**src/design/lis_pkg.sv**
```systemverilog
package lis_pkg;

  // table capacity and derived widths
  localparam int unsigned MAX_LENGTH = 1024;
  localparam int unsigned ADDR_W     = (MAX_LENGTH > 1) ? $clog2(MAX_LENGTH) : 1;
  localparam int unsigned CNT_W      = $clog2(MAX_LENGTH + 1);
  localparam int unsigned VALUE_W    = 32;
  localparam int unsigned LEN_W      = 11;

  typedef logic [CNT_W-1:0]  cnt_t;
  typedef logic [ADDR_W-1:0] addr_t;

  typedef enum logic [1:0] {
    S_IDLE,
    S_SEARCH,
    S_DONE
  } state_e;

  // memory access from the controller
  typedef struct packed {
    logic               re;
    logic               we;
    addr_t              raddr;
    addr_t              waddr;
    logic [VALUE_W-1:0] wdata;
  } mem_req_t;

  // result word handed to the output register
  typedef struct packed {
    logic             load;
    logic [LEN_W-1:0] lis_length;
    logic             is_final;
    logic             overflow;
  } res_t;

  // midpoint of a search window
  function automatic cnt_t mid_of(cnt_t lo, cnt_t hi);
    cnt_t span;
    span = hi - lo;
    return lo + (span >> 1);
  endfunction

endpackage

```
**src/design/lis_if.sv**
```systemverilog
interface lis_in_if;
  logic                     valid;
  logic                     ready;
  logic signed [31:0]       value;
  logic                     last_item;

  modport source (output valid, output value, output last_item, input ready);
  modport sink   (input valid, input value, input last_item, output ready);
endinterface


```
**src/design/lis_ctrl.sv**
```systemverilog
module lis_ctrl (
  input  logic              clk_i,
  input  logic              rst_ni,
  lis_in_if.sink            in_if,
  input  logic [31:0]       rdata_i,
  input  logic              out_free_i,
  output lis_pkg::mem_req_t mem_o,
  output lis_pkg::res_t     res_o
);
  import lis_pkg::*;

  state_e state_q, state_d;
  cnt_t   count_q, count_d;
  logic   ovf_q, ovf_d;
  cnt_t   lo_q, lo_d;
  cnt_t   hi_q, hi_d;
  cnt_t   mid_q, mid_d;
  logic signed [VALUE_W-1:0] value_q;
  logic   last_q;

  logic   accept;
  cnt_t   lo_n, hi_n;
  logic   search_go;
  cnt_t   count_upd;
  logic   ovf_upd;

  assign accept = in_if.valid && in_if.ready;

  // narrow the window with the tail just read
  always_comb begin
    lo_n = lo_q;
    hi_n = hi_q;
    if ($signed(rdata_i) < value_q) begin
      lo_n = mid_q + cnt_t'(1);
    end else begin
      hi_n = mid_q;
    end
  end

  assign search_go = (lo_n < hi_n);

  // next state
  always_comb begin
    state_d = state_q;
    case (state_q)
      S_IDLE: begin
        if (accept) begin
          state_d = (count_q == '0) ? S_DONE : S_SEARCH;
        end
      end
      S_SEARCH: begin
        state_d = search_go ? S_SEARCH : S_DONE;
      end
      S_DONE: begin
        if (out_free_i) begin
          state_d = S_IDLE;
        end
      end
      default: state_d = S_IDLE;
    endcase
  end

  // datapath, memory requests and result
  always_comb begin
    lo_d      = lo_q;
    hi_d      = hi_q;
    mid_d     = mid_q;
    count_d   = count_q;
    ovf_d     = ovf_q;
    count_upd = count_q;
    ovf_upd   = ovf_q;
    mem_o     = '0;
    res_o     = '0;
    in_if.ready = (state_q == S_IDLE);

    case (state_q)
      S_IDLE: begin
        if (accept) begin
          lo_d      = '0;
          hi_d      = count_q;
          mid_d     = mid_of('0, count_q);
          mem_o.re  = (count_q != '0);
        end
      end
      S_SEARCH: begin
        lo_d     = lo_n;
        hi_d     = hi_n;
        mid_d    = mid_of(lo_n, hi_n);
        mem_o.re = search_go;
      end
      S_DONE: begin
        // overwrite, append or drop at the found position
        if (lo_q < count_q) begin
          mem_o.we = out_free_i;
        end else if (count_q < cnt_t'(MAX_LENGTH)) begin
          mem_o.we  = out_free_i;
          count_upd = count_q + cnt_t'(1);
        end else begin
          ovf_upd = 1'b1;
        end
        res_o.load       = out_free_i;
        res_o.lis_length = LEN_W'(count_upd);
        res_o.is_final   = last_q;
        res_o.overflow   = ovf_upd;
        if (out_free_i) begin
          count_d = last_q ? '0 : count_upd;
          ovf_d   = last_q ? 1'b0 : ovf_upd;
        end
      end
      default: ;
    endcase

    mem_o.raddr = addr_t'(mid_d);
    mem_o.waddr = addr_t'(lo_q);
    mem_o.wdata = value_q;
  end

  // control state
  always_ff @(posedge clk_i or negedge rst_ni) begin
    if (!rst_ni) begin
      state_q <= S_IDLE;
      count_q <= '0;
      ovf_q   <= 1'b0;
    end else begin
      state_q <= state_d;
      count_q <= count_d;
      ovf_q   <= ovf_d;
    end
  end

  // search window and held word
  always_ff @(posedge clk_i) begin
    lo_q  <= lo_d;
    hi_q  <= hi_d;
    mid_q <= mid_d;
    if (accept) begin
      value_q <= in_if.value;
      last_q  <= in_if.last_item;
    end
  end

endmodule

```
**src/flat_wrapper.sv**
```systemverilog
// flat-port wrapper written by rule: the top's interface ports become plain ports
module lis_ctrl_flat import lis_pkg::*;
  (clk_i, rst_ni, rdata_i, out_free_i, mem_o, res_o, in_if_valid, in_if_value, in_if_last_item, in_if_ready);
  lis_in_if in_if_i ();
  input  logic clk_i;
  input  logic rst_ni;
  input  logic [31:0] rdata_i;
  input  logic out_free_i;
  output lis_pkg::mem_req_t mem_o;
  output lis_pkg::res_t res_o;
  input wire logic [$bits(in_if_i.valid)-1:0] in_if_valid;
  input wire logic [$bits(in_if_i.value)-1:0] in_if_value;
  input wire logic [$bits(in_if_i.last_item)-1:0] in_if_last_item;
  output wire logic [$bits(in_if_i.ready)-1:0] in_if_ready;
  assign in_if_i.valid = in_if_valid;
  assign in_if_i.value = in_if_value;
  assign in_if_i.last_item = in_if_last_item;
  assign in_if_ready = in_if_i.ready;
  lis_ctrl u_core (.clk_i(clk_i), .rst_ni(rst_ni), .in_if(in_if_i), .rdata_i(rdata_i), .out_free_i(out_free_i), .mem_o(mem_o), .res_o(res_o));
endmodule
```
**config.mk**
```make
export PLATFORM = sky130hd
export DESIGN_NAME = lis_ctrl_flat
export DESIGN_NICKNAME = d
export VERILOG_FILES = /design/src/design/lis_pkg.sv /design/src/design/lis_if.sv /design/src/design/lis_ctrl.sv /design/src/flat_wrapper.sv
export SDC_FILE = /design/constraint.sdc
export NUM_CORES = 1
export LEC_CHECK = 0
export ABC_AREA = 1
export BUFFER_PORTS_ARGS = -buffer_cell sky130_fd_sc_hd__buf_4
export CORE_MARGIN = 1.5
export CORE_UTILIZATION = 50
export DETAILED_ROUTE_END_ITERATION = 6
export PLACE_DENSITY = 0.81
export SETUP_SLACK_MARGIN = 0.2
export SYNTH_ARGS = -nofsm -noshare
export SYNTH_HDL_FRONTEND = slang
export SYNTH_SLANG_ARGS = --single-unit
```
**constraint.sdc**
```tcl
create_clock -name clk_i -period 7.61 [get_ports clk_i]
set_clock_uncertainty 0.1 [all_clocks]
set_input_delay 0 -clock clk_i [delete_from_list [all_inputs] [get_ports clk_i]]
set_output_delay 0 -clock clk_i [all_outputs]
set_load 0.02 [all_outputs]
```
## Yosys cells after proc, flatten, opt, wreduce, memory -nomap -nowiden

Cells that the tools add are included.

- Register bits after elaboration: 80
- Bits in latches: 0
- Bits in writable memories: 0
- Bits in read-only memories: 0
- Input port bits: 69
- Output and inout port bits: 69
- Logic and storage cells: 54
- Memories: 0

- Add/sub/neg operators: 4
- $mul: 0
- Divide/modulo/power cells: 0
- Magnitude comparators: 4
- Equality and inequality tests: 4
- Shift-type cells: 0
- Multiplexer cells: 25
- Bitwise operators: 0
- Reduce and logical (&&, ||, !) cells: 8

Operator list:

| kind | count |
|---|---|
| $mux W11 | 8 |
| $pmux W11 S2 | 3 |
| $lt A32 B32 Y1 | 1 |
| $add A11 B1 Y11 const B | 2 |
| $lt A11 B11 Y1 | 2 |
| $mux W14 | 1 |
| $add A11 B10 Y11 | 1 |
| $logic_not A11 Y1 | 1 |
| $lt A11 B11 Y1 const B | 1 |
| $reduce_bool A11 Y1 | 1 |
| $sub A11 B11 Y11 | 1 |
| $mux W2 | 4 |
| $mux W1 | 7 |
| $pmux W2 S3 | 1 |
| $reduce_and A2 Y1 | 3 |
| $ne A2 B2 Y1 const B | 2 |
| $eq A2 B1 Y1 const B | 1 |
| $eq A2 B2 Y1 const B | 1 |
| $logic_not A2 Y1 | 1 |
| $pmux W1 S2 | 1 |
| $reduce_bool A2 Y1 | 1 |
| $logic_and A1 B1 Y1 | 1 |

## Depth between registers and ports, before layout

- Depth after elaboration: 5
- Depth in mapped cells: 37
- Depth with buffers taken out: 34

## Worst setup path after synthesis

Ideal clock, no wire load.

- Path kind: register to register
- From: register u_core.value_q[21]
- To: register u_core.mid_q[10] (data pin)
- Setup time: 0.253 ns
- Arrival: 4.626 ns
- Data required time: 7.257 ns
- Path slack: 2.632 ns
- Cell stages (with the launch flop): 31
- Cell sequence: edfxtp_1 > inv_1 > ha_1 > a21oi_2 > nor2_1 > nor2_2 > nand3_1 > a21oi_4 > nand2_2 > nand2_1 > nand2_2 > buf_2 > buf_2 > o21ai_0 > inv_1 > fa_1 > o31ai_1 > nand2_1 > o211ai_1 > nand2_1 > nand2_1 > a21oi_1 > xor2_1 > ha_1 > inv_1 > nor3_1 > nand4_1 > nand3_1 > nand2_1 > nand2_1 > nor2_1

- Longest elaborated chain between the ends: 5
- Elaborated cells on any way between the ends: 6
- Those cells by class: add/sub (2); order compare (1); mux (3)

RTL lines:

| what | RTL line | RTL |
|---|---|---|
| start: declaration | lis_ctrl.sv:18 | `logic signed [VALUE_W-1:0] value_q;` |
| start signal: assignment | lis_ctrl.sv:137 | `value_q <= in_if.value;` |
| $lt A32 B32 Y1 (*) | lis_ctrl.sv:33 | `if ($signed(rdata_i) < value_q) begin` |
| $mux W11 (*) | lis_ctrl.sv:33 |  |
| named net u_core.lo_n[1] | lis_ctrl.sv:22 | `cnt_t lo_n, hi_n;` |
| $sub A11 B11 Y11 | lis_pkg.sv:39 | `span = hi - lo;` |
| $add A11 B10 Y11 (*) | lis_pkg.sv:40 | `return lo + (span >> 1);` |
| $pmux W11 S2 (*) | lis_ctrl.sv:76 | `case (state_q)` |
| named net u_core.mid_d[10] | lis_ctrl.sv:17 | `cnt_t mid_q, mid_d;` |
| end signal: assignment | lis_ctrl.sv:135 | `mid_q <= mid_d;` |
| end: declaration | lis_ctrl.sv:17 |  |

Mark *: on every way through the listed nets, which the timed path passes. The rest lies on a longest branch.
A chain may end at the register's enable or synchronous reset.

==> summary.md <==
| Metric | Value |
|---|---|
| Syn Area/Cell | `8.34 um2` |
| Wire length per cell | `16.3 um` |
| CTS tree | `built` |
| CTS Buf Count | `9` |
| Pin count of the biggest net entering global routing | `40` |
| Vias | `around 5300` |
| Gr ovfl total | `0` |
| Crit Path Max Fanout | `39` |
| Fillers | `between 900 and 1000` |
| Final period util | `between 70% and 80%` |
| Final Hold Fails | `0` |
| Req. time, crit path | `between 7 and 8 ns` |
| Synth cell count leaders | `nand2_1, inv_1, ha_1` |
| Post-CTS resize count | `0` |
| Slew Limit Fails | `0` |
| Count of cell types in the netlist | `between 40 and 50` |
| Ratio of cells with drive above 1 in the final layout | `approximately 23%` |
| Syn-to-layout area delta | `29.2%` |
| Post-layout min period | `5.84 ns` |
| Number of H-tree levels | `3` |
| Die footprint | `~12000 um2` |
| Via density | `about 5.3` |
| Cells after Synth | `~700` |
| CP dominant cell by count | `nand2_1` |
| Top post-synthesis cells by area | `edfxtp_1, ha_1, nand2_1, inv_1, dfrtp_1` |
| Worst min-delay path category | `primary input to flop` |
| Die W | `~110 um` |
| Worst skew pair latency | `between 0.3 and 0.4 ns` |
| # IOs | `roughly 140` |
| Starting Density | `51.0%` |
| Setup tns final | `0 ns` |
| Final setup violation count | `0` |
| Worst EP arrival | `roughly 5.7 ns` |
| Mapped Area | `roughly 5800 um2` |
| Crit path largest cell delay | `roughly 0.65 ns` |
| Core Region | `about 11000 um2` |
| CP top delay family | `compound AO/OA/AOI/OAI gates` |
| Final wirelength | `16200 um` |
| Cts hold-fix bufs | `36` |
| Status | `finished clean` |
| ANT cells | `0` |
| Routability cong. | `~0.95` |
| CP Capture Type | `output pin` |
| Most numerous cell in the Yosys netlist | `nand2_1` |
| DRT antenna net count | `0` |
| Initial antenna violation count | `0` |
| Input/output buffers | `~140` |
| Initial DRC Count | `415` |
| Clock root cell | `clkbuf_16` |
| Buf+Inv Stages, Crit Path | `5` |
| RSZ-0062 raised after global routing | `no` |
| Startpoint types | `flop` |
| Via count of the first global-routing pass | `5180` |
| Post-synth ARST share | `between 10% and 20%` |
| Fmax | `171 MHz` |
| Slowest-stage cell, CP | `o21ai_0` |
| Clock buffer depth | `2` |
| Synthesized net count | `about 830` |
| Syn. warnings | `0` |
| Least-Margin Pin Slew | `0.667 ns` |
| Synth Flop Type | `edfxtp_1` |
| First-pass GRT wire length | `between 20000 and 30000 um` |
| Die H | `110 um` |
| Area share of the leading cell type in the synthesized netlist | `~29%` |
| Post-synth EDFFs | `56` |
| Total track usage | `between 20% and 30%` |
| Max Cap Viol | `0` |
| Crit path kind | `flop to output pin` |
| Synth area leader | `edfxtp_1` |
| Post-DP HPWL | `11800 um` |
| Number of post-CTS setup repair buffers | `0` |
| DR DRC count | `0` |
| Layout Nets | `~980` |
| Slew HR | `about 55%` |
| Post-synthesis sequential area ratio | `between 30% and 40%` |
| Reg clk slew, reported paths | `roughly 0.060 ns` |
| Register bit total from synthesis | `80` |
| DRT Pass-1 Iters | `7` |
| # rows | `39` |
| Sink Count | `80` |
-- registers in the layout (all words and copies together) (netlist names) --
name	count
u_core.hi_q	11
u_core.mid_q	11
u_core.count_q	11
u_core.value_q	32
u_core.ovf_q	1
u_core.lo_q	11
u_core.state_q	2
u_core.last_q	1
-- through the flow --
stage	hold slack [ns]	instances	instance area [um2]	setup WS, ns	utilization, %
2_1_floorplan	-0.396	692	5770	2.63	-
3_3_place_gp	-0.243	942	6800	2.31	60.1
3_5_place_dp	-0.243	942	6800	2.05	60.1
4_1_cts	0.106	994	7450	1.81	65.8
5_1_grt	0.137	994	7450	1.16	65.8
6_report	0.125	994	7450	1.77	65.8
-- tightest hold or removal path: cells and delay by family --
kind,cells,cell delay (ns)
AOI/OAI and AO/OA,1,0.06
buffers and inverters,2,0.14
and+or+nand+nor,2,0.33
-- kinds of logic (layout without fill, tap and decap cells) --
kind of cell               Yosys count  after routing  share of synthesized area, %
adders and majority gates           66             66                          14.6
buffers and inverters              150            309                          11.2
and+or+nand+nor                    250            250                          19.4
xor gates and xnor gates            24             24                          3.77
AOI/OAI and AO/OA                  122            122                          12.4
DFF                                 80             80                          38.7
-- final cells by class --
class	count	area (um2)	area share [%]
clock buffers	10	229	3.07
clock inverters	6	65.1	0.873
inverters	117	439	5.89
multi-input cells	462	2900	38.9
flip-flops and latches	80	2230	29.9
well taps	143	179	2.40
repair buffers	176	1410	18.9
-- routing by layer --
| metal | track usage, % | vias up | wire length, um | share of wire [%] |
|---|---|---|---|---|
| met5 | 0 | - | 0 | 0 |
| met2 | 46.0 | 233 | 7830 | 48 |
| met4 | 9.66 | 0 | 462 | 2.9 |
| met1 | 34.0 | 2443 | 6670 | 41 |
| li1 | - | 2600 | - | - |
| met3 | 5.10 | 35 | 1200 | 7.4 |
-- worst paths after layout --
kind	startpoint	to	slack, ns	cells past startpoint
max	u_core.value_q[11]	mem_o[51]	1.77	27
min in group asynchronous	rst_ni	u_core.count_q[7]	0.65	3
max in group asynchronous	rst_ni	u_core.count_q[2]	6.35	3
max reg2reg	u_core.value_q[11]	u_core.mid_q[10]	1.96	28
min reg2reg	u_core.mid_q[9]	u_core.mid_q[9]	0.40	2
min	in_if_valid	u_core.state_q[1]	0.13	5
-- layout by cell type (no fill, tap or decap), drive strengths merged, types with 3 or more instances in the layout --
| cell type | count |
|---|---|
| nand2 | 142 |
| buf | 140 |
| inv | 116 |
| ha | 64 |
| edfxtp | 56 |
| nor2 | 53 |
| o21ai | 48 |
| a21oi | 42 |
| dlygate4sd3 | 36 |
| nand3 | 35 |
| xor2 | 20 |
| o22ai | 15 |
| dfrtp | 14 |
| dfxtp | 10 |
| clkbuf | 10 |
| nor3 | 7 |
| nand4 | 6 |
| nor4 | 5 |
| clkinv | 5 |
| o221ai | 4 |
| xnor2 | 4 |
| o211ai | 3 |
Power is not shown: default switching activity piles up to over one toggle a cycle in this logic, so the estimate is an artifact.
